===== config.mk =====
export PLATFORM = sky130hd
export DESIGN_NAME = accelerated_setpoint_adjuster_unit
export DESIGN_NICKNAME = d
export VERILOG_FILES = /design/src/rtl/core/asa_pkg.sv /design/src/rtl/core/asa_step.sv /design/src/rtl/core/accelerated_setpoint_adjuster_unit.sv
export SDC_FILE = /design/constraint.sdc
export NUM_CORES = 1
export LEC_CHECK = 0
export BUFFER_PORTS_ARGS = -buffer_cell sky130_fd_sc_hd__buf_4
export CAP_MARGIN = 25
export CORE_ASPECT_RATIO = 1.25
export CORE_MARGIN = 2
export CORE_UTILIZATION = 50
export DETAILED_ROUTE_END_ITERATION = 12
export GPL_TIMING_DRIVEN = 0
export PLACE_DENSITY_LB_ADDON = 0.08
export SYNTH_ARGS = -nofsm -noshare
export SYNTH_HDL_FRONTEND = slang
export SYNTH_SLANG_ARGS = --single-unit

===== constraint.sdc =====
create_clock -name clock -period 11 [get_ports clock]
set_input_delay 1.65 -clock clock [delete_from_list [all_inputs] [get_ports clock]]
set_output_delay 1.65 -clock clock [all_outputs]
set_load 0.05 [all_outputs]

===== src/rtl/core/asa_pkg.sv =====
// Package for the accelerated setpoint adjuster.
// Holds the shared types, field and mode codes, step tables and limits.
// No dependencies.
`timescale 1ns / 1ps
`default_nettype none

package asa_pkg;

   localparam int TEMP_W  = 10;
   localparam int TIME_W  = 19;
   localparam int HUM_W   = 7;
   localparam int COUNT_W = 5;
   localparam int FIELD_W = 2;
   localparam int INDEX_W = 2;

   localparam logic       MODE_PRESS  = 1'b0;
   localparam logic       MODE_REPEAT = 1'b1;

   localparam logic [FIELD_W-1:0] FIELD_TEMP = 2'd0;
   localparam logic [FIELD_W-1:0] FIELD_TIME = 2'd1;
   localparam logic [FIELD_W-1:0] FIELD_HUM  = 2'd2;

   localparam logic [INDEX_W-1:0] REG_HUM_MIN = 2'd0;
   localparam logic [INDEX_W-1:0] REG_HUM_MAX = 2'd1;

   localparam logic [COUNT_W-1:0] COUNT_FINE  = 5'd5;
   localparam logic [COUNT_W-1:0] COUNT_MID   = 5'd15;
   localparam logic [COUNT_W-1:0] COUNT_SAT   = 5'd25;

   localparam logic [TEMP_W:0] TEMP_STEP_0 = 11'd1;
   localparam logic [TEMP_W:0] TEMP_STEP_1 = 11'd10;
   localparam logic [TEMP_W:0] TEMP_STEP_2 = 11'd20;
   localparam logic [TEMP_W:0] TEMP_STEP_3 = 11'd50;
   localparam logic [TEMP_W:0] TEMP_HALF   = 11'd5;
   localparam logic [TEMP_W:0] TEMP_MIN    = 11'd200;
   localparam logic [TEMP_W:0] TEMP_MAX    = 11'd800;
   localparam logic [TEMP_W:0] TEMP_RESET  = 11'd600;

   // x / 10 == (x * 205) >> 11 for every x below 1029
   localparam logic [7:0]      TEMP_DIV_MUL   = 8'd205;
   localparam int              TEMP_DIV_SHIFT = 11;

   localparam logic [TIME_W-1:0] TIME_STEP_0 = 19'(60);
   localparam logic [TIME_W-1:0] TIME_STEP_1 = 19'(5 * 60);
   localparam logic [TIME_W-1:0] TIME_STEP_2 = 19'(10 * 60);
   localparam logic [TIME_W-1:0] TIME_STEP_3 = 19'(30 * 60);
   localparam logic [TIME_W-1:0] TIME_MIN    = 19'(60);
   localparam logic [TIME_W-1:0] TIME_MAX    = 19'(99 * 3600 + 59 * 60);
   localparam logic [TIME_W-1:0] TIME_RESET  = 19'(3600);

   localparam logic [HUM_W-1:0] HUM_RESET     = 7'd0;
   localparam logic [HUM_W-1:0] HUM_MIN_RESET = 7'd30;
   localparam logic [HUM_W-1:0] HUM_MAX_RESET = 7'd90;

   typedef struct packed {
      logic                 mode;
      logic                 up;
      logic [FIELD_W-1:0]   field;
   } cmd_type;

   typedef struct packed {
      logic                 up;
      logic [FIELD_W-1:0]   field;
      logic [COUNT_W-1:0]   count;
   } hold_type;

   typedef struct packed {
      logic [TEMP_W-1:0]    temp;
      logic [TIME_W-1:0]    secs;
      logic [HUM_W-1:0]     hum;
   } setpt_type;

endpackage

`default_nettype wire


===== src/rtl/core/asa_step.sv =====
// Next-value logic for one item of the setpoint adjuster.
// Steps the chosen field (by hold count, humidity by one), then clamps.
// Depends on asa_pkg.
`timescale 1ns / 1ps
`default_nettype none

module asa_step (
   input  asa_pkg::cmd_type              cmd,
   input  asa_pkg::hold_type             hold,
   input  asa_pkg::setpt_type            cur,
   input  logic [asa_pkg::HUM_W-1:0]     hum_min,
   input  logic [asa_pkg::HUM_W-1:0]     hum_max,
   output asa_pkg::hold_type             hold_nxt,
   output asa_pkg::setpt_type            nxt
);

   logic                            eff_up;
   logic [asa_pkg::FIELD_W-1:0]     eff_field;
   logic [asa_pkg::COUNT_W-1:0]     cnt;

   logic [asa_pkg::TEMP_W:0]        t_cur;
   logic [asa_pkg::TEMP_W:0]        t_step;
   logic [asa_pkg::TEMP_W:0]        t_adj;
   logic [asa_pkg::TEMP_W:0]        t_half;
   logic [18:0]                     t_prod;
   logic [7:0]                      t_quot;
   logic [asa_pkg::TEMP_W:0]        t_rnd;
   logic [asa_pkg::TEMP_W:0]        t_fin;

   logic [asa_pkg::TIME_W-1:0]      s_step;
   logic [asa_pkg::TIME_W-1:0]      s_adj;
   logic [asa_pkg::TIME_W-1:0]      s_fin;

   logic [asa_pkg::HUM_W:0]         h_up;
   logic [asa_pkg::HUM_W-1:0]       h_fin;

   always_comb begin
      if (cmd.mode == asa_pkg::MODE_PRESS) begin
         eff_up    = cmd.up;
         eff_field = cmd.field;
         cnt       = '0;
      end else begin
         eff_up    = hold.up;
         eff_field = hold.field;
         cnt       = hold.count;
      end
   end

   always_comb begin
      priority if (cnt < asa_pkg::COUNT_FINE) begin
         t_step = asa_pkg::TEMP_STEP_0;
         s_step = asa_pkg::TIME_STEP_0;
      end else if (cnt < asa_pkg::COUNT_MID) begin
         t_step = asa_pkg::TEMP_STEP_1;
         s_step = asa_pkg::TIME_STEP_1;
      end else if (cnt < asa_pkg::COUNT_SAT) begin
         t_step = asa_pkg::TEMP_STEP_2;
         s_step = asa_pkg::TIME_STEP_2;
      end else begin
         t_step = asa_pkg::TEMP_STEP_3;
         s_step = asa_pkg::TIME_STEP_3;
      end
   end

   // temperature
   always_comb begin
      t_cur = {1'b0, cur.temp};
      if (eff_up) begin
         t_adj = t_cur + t_step;
      end else if (t_cur > t_step) begin
         t_adj = t_cur - t_step;
      end else begin
         t_adj = '0;
      end
      t_half = t_adj + asa_pkg::TEMP_HALF;
      t_prod = 19'(t_half) * 19'(asa_pkg::TEMP_DIV_MUL);
      t_quot = t_prod[asa_pkg::TEMP_DIV_SHIFT +: 8];
      t_rnd  = 11'({t_quot, 3'b000}) + 11'({t_quot, 1'b0});
      t_fin  = (t_step >= asa_pkg::TEMP_STEP_1) ? t_rnd : t_adj;
      if (t_fin < asa_pkg::TEMP_MIN) begin
         t_fin = asa_pkg::TEMP_MIN;
      end
      if (t_fin > asa_pkg::TEMP_MAX) begin
         t_fin = asa_pkg::TEMP_MAX;
      end
   end

   // run time
   always_comb begin
      if (eff_up) begin
         s_adj = cur.secs + s_step;
      end else if (cur.secs > s_step) begin
         s_adj = cur.secs - s_step;
      end else begin
         s_adj = asa_pkg::TIME_MIN;
      end
      s_fin = s_adj;
      if (s_fin > asa_pkg::TIME_MAX) begin
         s_fin = asa_pkg::TIME_MAX;
      end
      if (s_fin < asa_pkg::TIME_MIN) begin
         s_fin = asa_pkg::TIME_MIN;
      end
   end

   // humidity
   always_comb begin
      h_up  = (cur.hum == '0) ? {1'b0, hum_min} : ({1'b0, cur.hum} + 8'd1);
      h_fin = h_up[asa_pkg::HUM_W-1:0];
      if (eff_up) begin
         if (h_up > {1'b0, hum_max}) begin
            h_fin = hum_max;
         end
      end else if (cur.hum <= hum_min) begin
         h_fin = '0;
      end else begin
         h_fin = cur.hum - 7'd1;
      end
   end

   always_comb begin
      nxt = cur;
      unique case (eff_field)
         asa_pkg::FIELD_TEMP: nxt.temp = t_fin[asa_pkg::TEMP_W-1:0];
         asa_pkg::FIELD_TIME: nxt.secs = s_fin;
         default:             nxt.hum  = h_fin;
      endcase
   end

   always_comb begin
      hold_nxt.up    = eff_up;
      hold_nxt.field = eff_field;
      hold_nxt.count = (cnt < asa_pkg::COUNT_SAT) ? cnt + 5'd1 : cnt;
   end

endmodule

`default_nettype wire


===== src/rtl/core/accelerated_setpoint_adjuster_unit.sv =====
// Top level of the accelerated setpoint adjuster: input register, setpoint
// state that doubles as the result register, humidity limit registers.
// Depends on asa_pkg and asa_step.
//
//   channel | direction | handshake            | payload
//   req     | in        | req_valid/req_ready  | mode, press_up, field_select
//   rsp     | out       | rsp_valid/rsp_ready  | temp_tenths, time_seconds, hum_pct
//   csr     | in        | csr_write_enable     | csr_index, csr_write_data
//
// One item per cycle unless the result stalls; the result is a registered output.
// The setpoint update sits between the input register and the setpoint
// registers, so a stalled result holds the next item in the input register.
// Synchronous reset restores the default setpoints and humidity limits.
`timescale 1ns / 1ps
`default_nettype none

module accelerated_setpoint_adjuster_unit (
   input  logic                           clock,
   input  logic                           reset,
   input  logic                           req_valid,
   output logic                           req_ready,
   input  logic                           req_mode,
   input  logic                           req_press_up,
   input  logic [asa_pkg::FIELD_W-1:0]    req_field_select,
   output logic                           rsp_valid,
   input  logic                           rsp_ready,
   output logic [asa_pkg::TEMP_W-1:0]     rsp_temp_tenths,
   output logic [asa_pkg::TIME_W-1:0]     rsp_time_seconds,
   output logic [asa_pkg::HUM_W-1:0]      rsp_hum_pct,
   input  logic                           csr_write_enable,
   input  logic [asa_pkg::INDEX_W-1:0]    csr_index,
   input  logic [asa_pkg::HUM_W-1:0]      csr_write_data
);

   logic                        in_valid_ff;
   asa_pkg::cmd_type            cmd_ff;
   logic                        out_valid_ff;
   asa_pkg::setpt_type          setpt_ff;
   asa_pkg::setpt_type          setpt_in;
   asa_pkg::hold_type           hold_ff;
   asa_pkg::hold_type           hold_in;
   logic [asa_pkg::HUM_W-1:0]   hum_min_ff;
   logic [asa_pkg::HUM_W-1:0]   hum_max_ff;
   logic                        advance;

   assign advance   = in_valid_ff && (!out_valid_ff || rsp_ready);
   assign req_ready = !in_valid_ff || advance;

   asa_step u_step (
      .cmd      (cmd_ff),
      .hold     (hold_ff),
      .cur      (setpt_ff),
      .hum_min  (hum_min_ff),
      .hum_max  (hum_max_ff),
      .hold_nxt (hold_in),
      .nxt      (setpt_in)
   );

   always_ff @(posedge clock) begin
      if (reset) begin
         in_valid_ff   <= 1'b0;
         out_valid_ff  <= 1'b0;
         setpt_ff.temp <= asa_pkg::TEMP_RESET[asa_pkg::TEMP_W-1:0];
         setpt_ff.secs <= asa_pkg::TIME_RESET;
         setpt_ff.hum  <= asa_pkg::HUM_RESET;
         hold_ff       <= '0;
         hum_min_ff    <= asa_pkg::HUM_MIN_RESET;
         hum_max_ff    <= asa_pkg::HUM_MAX_RESET;
      end else begin
         if (req_valid && req_ready) begin
            in_valid_ff <= 1'b1;
         end else if (advance) begin
            in_valid_ff <= 1'b0;
         end
         if (advance) begin
            out_valid_ff <= 1'b1;
            setpt_ff     <= setpt_in;
            hold_ff      <= hold_in;
         end else if (rsp_ready) begin
            out_valid_ff <= 1'b0;
         end
         if (csr_write_enable) begin
            if (csr_index == asa_pkg::REG_HUM_MIN) begin
               hum_min_ff <= csr_write_data;
            end else if (csr_index == asa_pkg::REG_HUM_MAX) begin
               hum_max_ff <= csr_write_data;
            end
         end
      end
   end

   always_ff @(posedge clock) begin
      if (req_valid && req_ready) begin
         cmd_ff.mode  <= req_mode;
         cmd_ff.up    <= req_press_up;
         cmd_ff.field <= req_field_select;
      end
   end

   assign rsp_valid        = out_valid_ff;
   assign rsp_temp_tenths  = setpt_ff.temp;
   assign rsp_time_seconds = setpt_ff.secs;
   assign rsp_hum_pct      = setpt_ff.hum;

`ifndef NO_ASSERTIONS
   a_temp_range: assert property (@(posedge clock) disable iff (reset)
      (setpt_ff.temp >= 10'd200) && (setpt_ff.temp <= 10'd800))
      else $error("temperature setpoint out of range");

   a_time_range: assert property (@(posedge clock) disable iff (reset)
      (setpt_ff.secs >= asa_pkg::TIME_MIN) && (setpt_ff.secs <= asa_pkg::TIME_MAX))
      else $error("run time setpoint out of range");

   a_count_sat: assert property (@(posedge clock) disable iff (reset)
      hold_ff.count <= asa_pkg::COUNT_SAT)
      else $error("hold count above saturation");

   a_advance_shows: assert property (@(posedge clock) disable iff (reset)
      advance |=> rsp_valid)
      else $error("updated item not shown on result port");

   a_stall_holds: assert property (@(posedge clock) disable iff (reset)
      (out_valid_ff && !rsp_ready) |=> $stable(setpt_ff) && $stable(hold_ff))
      else $error("setpoints changed while result stalled");
`endif

endmodule

`default_nettype wire


# Word-level counts from Yosys, hierarchy flattened
# Cells that the tools add are included.
# word_totals
ff_bits,64
output_inout_bits,38
inputBits,18
# classes
n_lt_le_gt_ge,12
reduce_logical,17
mul,1
n_eq_ne,2
n_addsub,9
bitwise_logic,2
n_mux,27
# ops
cell,n
$mux W19,6
$mux W11,7
$mux W7,3
$add A19 B19 Y19,1
$gt A19 B19 Y1,1
$gt A19 B19 Y1 const B,1
$lt A19 B6 Y1 const B,1
$mul A11 B8 Y19 const B,1
$sub A19 B19 Y19,1
$add A10 B11 Y11,1
$add A11 B3 Y11 const B,1
$add A11 B9 Y11,1
$ge A11 B4 Y1 const B,1
$gt A10 B11 Y1,1
$gt A11 B10 Y1 const B,1
$lt A11 B8 Y1 const B,1
$sub A10 B11 Y11,1
$mux W10,1
$mux W5,2
$add A7 B1 Y8 const B,1
$gt A8 B7 Y1,1
$mux W8,1
$reduce_and A2 Y1,4
$le A7 B7 Y1,1
18 further kinds,29

# Longest topological paths before layout
# Gate-level depths: netlist of run 1.
# depth
depth_word,16
ltp_mapped,45
depth_no_buf,43

# Cells and area by module
# A second synthesis of run 1 with hierarchy kept.
# hier_totals
hier_cells,1165
hier_area_um2,9136.3
# by_module_without_submodules
module,cells_each,instances,area_per_inst_um2
asa_step,907,1,6491.2
accelerated_setpoint_adjuster_unit,258,1,2645.0

# Worst setup path before layout of run 1
# Ideal clock, no wire load.
# synth_timing
path_type,flip-flop to flip-flop
from,register hold_ff[1] in the netlist's numbering
to,register setpt_ff (netlist bit rsp_temp_tenths[2])
path_stages_with_launch,39
required_ns,10.904
setup_ns,0.096
path_buffers,1
path_slack_ns,1.338
synth_period_minus_slack_ns,9.662
t_arrival_ns,9.567
cell_sequence,dfxtp_1 o311ai_0 inv_1 nor2_1 ha_1 nand4b_1 or2_2 a21boi_0 o21ai_0 o22ai_1 o21ai_1 or3_1 nor3_1 xor2_1 ha_1 inv_1 fa_1 inv_1 [3 not listed] inv_1 ha_1 clkbuf_1 nand3_1 or2_2 or3_1 o221ai_1 a21oi_1 xnor2_1 ha_1 nand2_1 a2111oi_0 a211oi_1 xor2_1 mux2i_1 and3_1 o311ai_4 o41ai_2
# synth_via
elab_chain_len,16
word_cells_on_any_way,21
cone_classes,add/sub (4); mul (1); order compare (7); mux (9)
# synth_lines
item,line,source
from (decl),accelerated_setpoint_adjuster_unit.sv:40,asa_pkg::hold_type hold_ff;
from (signal assigned),accelerated_setpoint_adjuster_unit.sv:78,hold_ff <= hold_in;
$mux W5 (*),asa_step.sv:38,if (cmd.mode == asa_pkg::MODE_PRESS) begin
$lt A5 B5 Y1,asa_step.sv:56,end else if (cnt < asa_pkg::COUNT_SAT) begin
$mux W6,asa_step.sv:56,
$mux W11,asa_step.sv:53,end else if (cnt < asa_pkg::COUNT_MID) begin
$mux W11 (*),asa_step.sv:50,priority if (cnt < asa_pkg::COUNT_FINE) begin
$sub A10 B11 Y11 / $gt A10 B11 Y1 (equally long branches),"asa_step.sv:71, asa_step.sv:70",
$mux W11,asa_step.sv:70,end else if (t_cur > t_step) begin
$mux W11,asa_step.sv:68,if (eff_up) begin
$add A11 B3 Y11,asa_step.sv:75,t_half = t_adj + asa_pkg::TEMP_HALF;
$mul A11 B8 Y19,asa_step.sv:76,t_prod = 19'(t_half) * 19'(asa_pkg::TEMP_DIV_MUL);
$add A11 B9 Y11,asa_step.sv:78,"t_rnd = 11'({t_quot, 3'b000}) + 11'({t_quot, 1'b0});"
$mux W11 (*),asa_step.sv:79,t_fin = (t_step >= asa_pkg::TEMP_STEP_1) ? t_rnd : t_adj;
$lt A11 B8 Y1,asa_step.sv:80,if (t_fin < asa_pkg::TEMP_MIN) begin
$mux W11 (*),asa_step.sv:80,
$gt A11 B10 Y1,asa_step.sv:83,if (t_fin > asa_pkg::TEMP_MAX) begin
$mux W10 (*),asa_step.sv:83,
to (signal assigned),accelerated_setpoint_adjuster_unit.sv:77,setpt_ff <= setpt_in;
to (decl),accelerated_setpoint_adjuster_unit.sv:38,asa_pkg::setpt_type setpt_ff;
# Every way passes the cells marked *; elsewhere a longest branch is shown, timed or not.
# A chain may end at the register's enable or synchronous reset.

# Final worst setup path of run 1
# layout_timing
from,register hold_ff[2] in the netlist's numbering
to,register setpt_ff (netlist bit rsp_temp_tenths[5])
# The elaborated chain is that of the path after synthesis.

==> summary.md, run 1 <==
| Metric | Value |
|---|---|
| Clock Sinks | 64 |
| Routed Antenna Nets | 0 |
| Final wirelength | 25.4 mm |
| Cts bufs inserted | 9 |
| Post-synthesis cell type count | 95 |
| Final setup vio count | 0 |
| Max Cap Viol | 0 |
| Initial DRC Count | 520 |
| Syn avg cell area | 7.63 sq um |
| DR WL/cell | 18.7 um |
| Final period util | 0.944 |
| RD Place Congestion | 0.929 |
| # fillers | 1570 |
| Synth top area share | 0.159 |
| Post-synth EDFFs | 4 |
| Multiplexer share of the synthesized area | 0.0212 |
| Worst reg2reg path depth | 42 |
| All-Layer GR Usage | 0.285 |
| Router iterations before antenna repair | 5 |
| Synth-to-layout area growth | 15.0% |
| DRC | 0 |
| CTS root buffer | clkbuf_16 |
| Synth cell count leaders | ha_1, inv_1, nor2_1 |
| Setup Crit Path Kind | reg -> reg |
| Crit path DAT | 10.65 ns |
| Worst EP required | 11.27 ns |
| Status | finished clean |
| Number of diodes | 0 |
| CP max-delay cell | fa_1 |
| Die H | 147 um |
| Routed vias/inst | 6.16 |
| Number of global-route vias before repair | 7852 |
| Synth area leader | ha_1 |
| Clk_lat worst skew | 0.33 ns |
| Nets@finish | 1283 |
| Reg2reg start | hold_ff[2] |
| Max-Slew Margin vs Limit | 0.456 |
| Adder-cell area share of the yosys netlist | 0.207 |
| Initial antenna violation count | 0 |
| Most common cell in the synthesized netlist | ha_1 |
| CTS tree | yes |
| Largest net degree at the start of global routing | 19 |
| Max Buffers Root-to-Sink | 2 |
| Die width | 118 um |
| Clock transition at the registers of the reported paths | 0.06 ns |
| R2R Setup Slk | 0.62 ns |
| Cell Rows | 52 |
| CP Launch Point | hold_ff[2] |
| Sequential cell area fraction in the yosys report | 0.161 |
| Number of synthesis warnings | 0 |
| Most area-consuming cells after synthesis | ha_1, dfxtp_1, a21oi_1 |
| CP endpoint | rsp_temp_tenths[5] |
| Largest family of logic cells by synthesized area | compound AO/OA/AOI/OAI gates |
| DP HPWL | 20.3 mm |
| Yosys reg bits | 64 |
| Pins Over Slew Limit | 0 |
| Area after DPL | 8900 sq um |
| Fraction of registers with async set/reset | 0 |
| Hold buffer count at cts | 0 |
| I/O pin count | 56 |
| Critical Path Max Stage Delay | 0.55 ns |
| Fraction of layout cells with a size suffix above 1 | 0.133 |
| Post-Place Cells | 1348 |
| RSZ-0062 raised after global routing | false |
| Hold crit path type | reg -> reg |
| Synth Area in Simple Gates | 0.224 |
| First-pass GRT wire length | 39.8 mm |
| Worst Path Max Fanout | 10 |
| Synth Area in XOR/XNOR | 0.0396 |
| Vias post-DR | 8394 |
| H-Tree Depth | 3 |
| Post-route insts no fill | 1363 |
| Minimum clock period | 10.38 ns |
| Cells after Synth | 1074 |
| Die area | 17400 sq um |
| Final hold violation count | 0 |
| Gr ovfl total | 0 |
| Kind of end point of the critical path | flip-flop |
| Initial core utilization | 0.508 |
| RR Endpoint | rsp_temp_tenths[5] |
| Core area | 16100 sq um |
| Startpoint types | flip-flop |
| Main synth FF type | dfxtp_1 |
| Final Skew | 0.00777 ns |
| Fmax | 0.0963 GHz |
| Mapped Area | 8190 sq um |
| CP dominant cell by count | inv_1 |
| Post-Syn Nets | 1215 |
| Worst-Margin Slew | 0.811 ns |
| Design area | 9420 sq um |
| PortBufs | 55 |
| Synth Area in Compound Gates | 0.280 |
==> layout by cell type, fill, tap and decap left out, drive strengths merged, types with 5 or more instances in the layout <==
cell type  count
a211o          5
a211oi        15
a21boi         7
a21o          20
a21oi         84
a311oi         5
a31o           5
a31oi         17
and2          15
and3          15
and4           5
buf           77
clkbuf        34
dfxtp         60
fa            19
ha           104
inv           91
mux2i         14
nand2         82
nand2b        14
nand3         39
nand3b         7
nand4         12
nor2          88
nor2b          9
nor3          35
nor3b          6
nor4           5
o211ai        14
o21a          18
o21ai         77
o31ai          9
or3           12
xnor2         14
xor2          23
==> repair_timing <==
| item | CTS | global route |
|---|---|---|
| resized for setup | 7 | 30 |
| setup endpoints to repair | 10 | 10 |
| pin swaps | 0 | 2 |
| setup buffers | 0 | 1 |
==> worst max-delay path: cells and delay by family, from the launching register on <==
family	cells	cell delay [ns]
xor gates and xnor gates	2	0.37
DFF	1	0.39
muxes	1	0.17
buffers and inverters	8	0.95
AOI/OAI and AO/OA	14	3.37
and+or+nand+nor	10	2.05
adders and majority gates	7	2.97
==> cell families after synthesis <==
| group | Yosys count |
|---|---|
| AND/OR/NAND/NOR | 361 |
| adder cells (fa/ha/maj) | 124 |
| multiplexers | 17 |
| flip-flops | 64 |
| buffers and inverters | 134 |
| AO/OA/AOI/OAI | 337 |
| XOR/XNOR | 37 |
==> metal layers <==
| layer | global-route usage | part of all wire | up-vias |
|---|---|---|---|
| met3 | 0.0252 | 0.038 | 68 |
| met4 | 0.131 | 0.044 | 0 |
| met1 | 0.315 | 0.39 | 4013 |
| li1 | - | - | 4065 |
| met2 | 0.545 | 0.52 | 248 |
| met5 | 0 | 0 | - |
==> flip-flops by register name, summed over array words and instances, names as in the netlist, 4 cells and up <==
register	flops
hum_max_ff	7
rsp_hum_pct	7
rsp_temp_tenths	10
hum_min_ff	7
hold_ff	8
rsp_time_seconds	19
cmd_ff	4
==> worst min-delay path by stage <==
stage               cells past startpoint    endpoint        from
floorplan                               2  hold_ff[6]  hold_ff[6]
global placement                        2  hold_ff[6]  hold_ff[6]
detailed placement                      2  hold_ff[6]  hold_ff[6]
CTS                                     2  hold_ff[5]  hold_ff[5]
global route                            2  hold_ff[7]  hold_ff[7]
finish                                  2  hold_ff[5]  hold_ff[5]
==> stage by stage <==
step | TNS (ns) | hold WS [ns] | worst slack (ns) | utilization
CTS | 0 | 0.507 | 0.0758 | 0.575
global placement | -14.25 | 0.482 | -1.56 | 0.550
floorplan | 0 | 0.459 | 1.34 | -
detailed placement | -3.21 | 0.487 | -0.474 | 0.551
global route | 0 | 0.529 | 0.00967 | 0.584
finish | 0 | 0.512 | 0.619 | 0.584
==> cell type report <==
cell class,count,area (sq um),share of cell area
Multi-Input combinational cell,876,6490,0.689
Sequential cell,64,1320,0.140
Timing Repair Buffer,59,443,0.0470
Inverter,91,344,0.0365
Clock buffer,12,278,0.0295
Tap cell,216,270,0.0287
Buffer,41,201,0.0214
Clock inverter,4,72.6,0.00771
Power of run 1 is not shown: default switching activity piles up to over one toggle a cycle in this logic, so the estimate is an artifact.
==> run 2: changes to the inputs <==
--- a/config.mk
+++ b/config.mk
@@ -12,7 +12,7 @@
 export CORE_UTILIZATION = 50
 export DETAILED_ROUTE_END_ITERATION = 12
 export GPL_TIMING_DRIVEN = 0
-export PLACE_DENSITY_LB_ADDON = 0.08
+export PLACE_DENSITY = 0.72
 export SYNTH_ARGS = -nofsm -noshare
 export SYNTH_HDL_FRONTEND = slang
 export SYNTH_SLANG_ARGS = --single-unit
==> run 2 against run 1 <==
Clock skew down 0.0015 ns. Core utilization down 0.27 points. Largest cell class unchanged. Critical path depth down 2.
==> summary.md, run 2 (synthesis gave the netlist of run 1 again) <==
| Metric | Value |
|---|---|
| Final Skew | 0.00624 ns (-0.00153 ns) |
| PortBufs | 55 (unchanged) |
| Hold crit path type | reg -> reg |
| CP max-delay cell | fa_1 |
| Clock Sinks | 64 (unchanged) |
| Core area | 16100 sq um (unchanged) |
| Die width | 118 um (unchanged) |
| Post-Place Cells | 1347 (-0.074%) |
| Worst Path Max Fanout | 10 (unchanged) |
| First-pass GRT wire length | 39.2 mm (-1.5%) |
| Post-route insts no fill | 1367 (+0.29%) |
| Number of global-route vias before repair | 7833 (-0.24%) |
| Final wirelength | 24.5 mm (-3.6%) |
| Setup Crit Path Kind | reg -> reg |
| Final period util | 0.943 (about the same) |
| Max-Slew Margin vs Limit | 0.236 (-0.220) |
| Number of diodes | 0 (unchanged) |
| Hold buffer count at cts | 0 (unchanged) |
| Final setup vio count | 0 (unchanged) |
| Pins Over Slew Limit | 0 (unchanged) |
| Clock transition at the registers of the reported paths | 0.05 ns (about the same) |
| Critical Path Max Stage Delay | 0.54 ns (about the same) |
| Worst Path Buf+Inv | 7 (-1) |
| H-Tree Depth | 3 (unchanged) |
| All-Layer GR Usage | 0.277 (-0.00796) |
| CP dominant cell by count | inv_1 |
| Final hold violation count | 0 (unchanged) |
| # fillers | 1538 (-2.0%) |
| Routed Antenna Nets | 0 (unchanged) |
| Largest net degree at the start of global routing | 12 (-7) |
| RSZ-0062 raised after global routing | false |
| Minimum clock period | 10.38 ns (-0.00310 ns) |
| Vias post-DR | 8400 (+0.071%) |
| DR WL/cell | 17.9 um (-3.9%) |
| Clk_lat worst skew | 0.33 ns (about the same) |
| RD Place Congestion | 0.966 (+4.0%) |
| DP HPWL | 19.6 mm (-3.8%) |
| Highest-count cells in the layout ignoring fill and taps | ha_1, inv_1, nor2_1 |
| Max Cap Viol | 0 (unchanged) |
| Router iterations before antenna repair | 6 (+1) |
| Most common cell after layout, fill and taps aside | ha_1 |
| Routed vias/inst | 6.14 (-0.22%) |
| Synth-to-layout area growth | 14.5% |
| Kind of end point of the critical path | flip-flop |
| CTS tree | yes |
| Initial core utilization | 0.508 (unchanged) |
| Cell Rows | 52 (unchanged) |
| Die area | 17400 sq um (unchanged) |
| Crit path DAT | 10.56 ns (-0.09 ns) |
| Max reg flops | 19 (unchanged) |
| Cts bufs inserted | 9 (unchanged) |
| Fmax | 0.0964 GHz (about the same) |
| Gr ovfl total | 0 (unchanged) |
| Initial DRC Count | 596 (+15%) |
| Nets@finish | 1287 (+0.31%) |
| Initial antenna violation count | 0 (unchanged) |
| Worst-Margin Slew | 1.11 ns (+0.303 ns) |
| Max Buffers Root-to-Sink | 2 (unchanged) |
| Die H | 147 um (unchanged) |
| DRC | 0 (unchanged) |
| Worst EP required | 11.19 ns (-0.08 ns) |
| Startpoint types | flip-flop |
| CTS root buffer | clkbuf_16 |
| Status | finished clean |
| Fraction of layout cells with a size suffix above 1 | 0.129 (-0.00307) |
| I/O pin count | 56 (unchanged) |
| Top delay family on crit path | adder cells |
==> run 2: worst reg2reg max path: cells and delay by family, from the launching register on <==
kind,cells,cell delay (ns)
buf+inv,7,0.84
mux,1,0.14
simple gates,9,2.43
compound gates,13,2.70
xor+xnor,3,0.67
flops,1,0.43
fa+ha+maj,7,3.04
==> run 2: per-layer routing <==
layer / global-route usage / routed length [um] / vias up
li1: - / - / 4077
met1: 0.323 / 9820 / 3941
met2: 0.510 / 12400 / 324
met3: 0.0353 / 1410 / 58
met4: 0.110 / 852 / 0
met5: 0 / 0 / -
==> run 2: final timing paths <==
check                                 from                 end  cells past startpoint  slack (ns)
worst min register to register  hold_ff[6]          hold_ff[6]                      2        0.49
worst min-delay path            hold_ff[6]          hold_ff[6]                      2        0.49
worst max register to register  hold_ff[1]  rsp_temp_tenths[6]                     40        0.62
worst max-delay path            hold_ff[1]  rsp_temp_tenths[6]                     40        0.62
==> run 2: what timing repair did <==
action,4_1_cts,5_1_grt
endpoints found under the setup margin,7,10
hold endpoints to repair,0,0
resized for setup,5,28
pin swaps,0,2
setup buffers,0,5
==> run 2: area by class of cell <==
class	count	area, sq um	area share
clock buffers	13	260	0.0278
clock inverters	3	40.0	0.00427
multi-input cells	876	6470	0.690
repair buffers	62	460	0.0491
plain buffers	42	206	0.0220
well taps	216	270	0.0288
flip-flops and latches	64	1320	0.141
inverters	91	344	0.0367
==> run 2: stage by stage <==
stage	util	hold WS, ns	instance area, sq um	setup TNS (ns)	setup WS [ns]
finish	0.581	0.491	9370	0	0.623
floorplan	-	0.459	8190	0	1.34
global route	0.581	0.521	9370	0	0.000279
detailed placement	0.551	0.485	8880	-1.94	-0.320
global placement	0.550	0.474	8870	-12.38	-1.38
CTS	0.571	0.492	9210	0	0.0192
Power of run 2 is left out for the same reason.
==> run 3: changes to the inputs <==
--- a/config.mk
+++ b/config.mk
@@ -7,12 +7,15 @@
 export LEC_CHECK = 0
 export BUFFER_PORTS_ARGS = -buffer_cell sky130_fd_sc_hd__buf_4
 export CAP_MARGIN = 25
+export CELL_PAD_IN_SITES_DETAIL_PLACEMENT = 1
+export CELL_PAD_IN_SITES_GLOBAL_PLACEMENT = 2
 export CORE_ASPECT_RATIO = 1.25
 export CORE_MARGIN = 2
-export CORE_UTILIZATION = 50
+export CORE_UTILIZATION = 37
 export DETAILED_ROUTE_END_ITERATION = 12
 export GPL_TIMING_DRIVEN = 0
-export PLACE_DENSITY = 0.72
+export PLACE_DENSITY = 0.86
 export SYNTH_ARGS = -nofsm -noshare
 export SYNTH_HDL_FRONTEND = slang
 export SYNTH_SLANG_ARGS = --single-unit
+export TNS_END_PERCENT = 50
==> run 3 against run 2 <==
Clock-buffer cell count unchanged. Register-to-register slack about the same. Non-clock buffer count grew 3. Final area grew 1.4%. Sequential share of layout area fell by 0.18 points. Highest routed layer unchanged. Critical endpoint is now rsp_temp_tenths[5].
==> summary.md, run 3 (synthesis gave the netlist of run 1 again) <==
| Metric | Value |
|---|---|
| Status | finished clean |
| Setup Crit Path Kind | reg -> reg |
| Fmax | 0.0962 GHz (-0.13%) |
| Number of global-route vias before repair | 8640 (+10%) |
| Cell Rows | 60 (+15%) |
| Clk_lat worst skew | 0.34 ns (about the same) |
| Final period util | 0.945 (+0.00119) |
| Crit path DAT | 10.67 ns (+0.11 ns) |
| Kind of end point of the critical path | flip-flop |
| DRC | 0 (unchanged) |
| First-pass GRT wire length | 46.7 mm (+19%) |
| WHS Path Cells | 2 (unchanged) |
| Worst EP required | 11.28 ns (+0.09 ns) |
| RD Place Congestion | 0.884 (-8.5%) |
| I/O pin count | 56 (unchanged) |
| Max Cap Viol | 0 (unchanged) |
| Worst Path Max Fanout | 11 (+1) |
| Die area | 23400 sq um (+34%) |
| Fraction of layout cells with a size suffix above 1 | 0.134 (+0.00486) |
| Synth-to-layout area growth | 16.0% |
| Crit path depth | 41 (+2.5%) |
| Final wirelength | 29.3 mm (+19%) |
| Worst-Margin Slew | 0.899 ns (-0.214 ns) |
| Pins Over Slew Limit | 0 (unchanged) |
| Startpoint types | flip-flop |
| Router iterations before antenna repair | 5 (-1) |
| Top delay family on crit path | compound AO/OA/AOI/OAI gates |
| Minimum clock period | 10.39 ns (+0.0131 ns) |
| Largest net degree at the start of global routing | 12 (unchanged) |
| Nets@finish | 1290 (+0.23%) |
| Routed vias/inst | 5.85 (-4.8%) |
| Max-Slew Margin vs Limit | 0.383 (+0.147) |
| Cts bufs inserted | 9 (unchanged) |
| Final hold violation count | 0 (unchanged) |
| Final setup vio count | 0 (unchanged) |
| Hold buffer count at cts | 0 (unchanged) |
| Gr ovfl total | 0 (unchanged) |
| CP max-delay cell | fa_1 |
| Die width | 137 um (+16%) |
| CTS root buffer | clkbuf_16 |
| Clock transition at the registers of the reported paths | 0.05 ns (about the same) |
| All-Layer GR Usage | 0.255 (-0.0212) |
| Vias post-DR | 8385 (-0.18%) |
| Core area | 21600 sq um (+34%) |
| Number of diodes | 0 (unchanged) |
| Max Buffers Root-to-Sink | 2 (unchanged) |
| Die H | 170 um (+16%) |
| Hold crit path type | reg -> reg |
| CTS tree | yes |
| DP HPWL | 23.8 mm (+22%) |
| Final Skew | 0.00522 ns (-0.00102 ns) |
| PortBufs | 55 (unchanged) |
| Post-route insts no fill | 1433 (+4.8%) |
| Critical Path Max Stage Delay | 0.56 ns (+0.02 ns) |
| Worst Path Buf+Inv | 8 (+1) |
| Initial core utilization | 0.379 (-0.129) |
| Routed Antenna Nets | 0 (unchanged) |
| Worst reg2reg path depth | 41 (+2.5%) |
| Post-Place Cells | 1411 (+4.8%) |
| Highest-count cells in the layout ignoring fill and taps | ha_1, inv_1, nor2_1 |
| Initial antenna violation count | 0 (unchanged) |
| Initial DRC Count | 400 (-33%) |
| Clock Sinks | 64 (unchanged) |
| Max reg flops | 19 (unchanged) |
| DR WL/cell | 20.4 um (+14%) |
| H-Tree Depth | 3 (unchanged) |
| Setup TNS | 0 ns (unchanged) |
| CP dominant cell by count | inv_1 |
| Most common cell after layout, fill and taps aside | ha_1 |
| # fillers | 2701 (+76%) |
==> run 3: changes by cell type in the layout (fill, tap and decap cells not counted), sizes merged <==
cell,delta
buf,+4
clkbuf,-1
clkinv,-1
clkinvlp,+1
==> run 3: repair_timing <==
action,CTS,global route
setup endpoints to repair,10,10
pin swaps,0,6
buffers inserted,0,7
resized for setup,15,27
==> run 3: final timing paths <==
kind               from                  to  slack, ns
min reg2reg  hold_ff[6]          hold_ff[6]       0.50
min          hold_ff[6]          hold_ff[6]       0.50
max reg2reg  hold_ff[0]  rsp_temp_tenths[5]       0.61
max          hold_ff[0]  rsp_temp_tenths[5]       0.61
==> run 3: metrics by stage <==
step           utilization  setup slack, ns  instance area [sq um]  hold WS (ns)
3_5_place_dp         0.415           -0.597                   8970         0.483
5_1_grt              0.439          -0.0215                   9500         0.520
3_3_place_gp         0.414            -1.28                   8950         0.475
2_1_floorplan            -             1.34                   8190         0.459
4_1_cts              0.431           0.0278                   9330         0.498
6_report             0.439            0.609                   9500         0.500
==> run 3: metal layers <==
layer	global-route usage	wire (um)	part of all wire	vias up
met3	0.0283	775	0.026	51
met4	0.0852	940	0.032	0
li1	-	-	-	4082
met5	0	0	0	-
met2	0.485	15600	0.53	139
met1	0.292	12000	0.41	4113
==> run 3: layout make-up <==
class / count / area (sq um) / area share
tap: 279 / 349 / 0.0367
multi-input combinational: 876 / 6500 / 0.684
sequential: 64 / 1320 / 0.139
buffer: 42 / 206 / 0.0217
clock inverter: 3 / 42.5 / 0.00448
timing repair buffer: 65 / 485 / 0.0511
clock buffer: 13 / 250 / 0.0263
inverter: 91 / 344 / 0.0362
==> run 3: tightest hold or removal path, stage by stage (launching register included) <==
cell     delay, ns
dfxtp_1       0.33
nand2_1       0.06
a21oi_1       0.05
Power of run 3 is left out for the same reason.
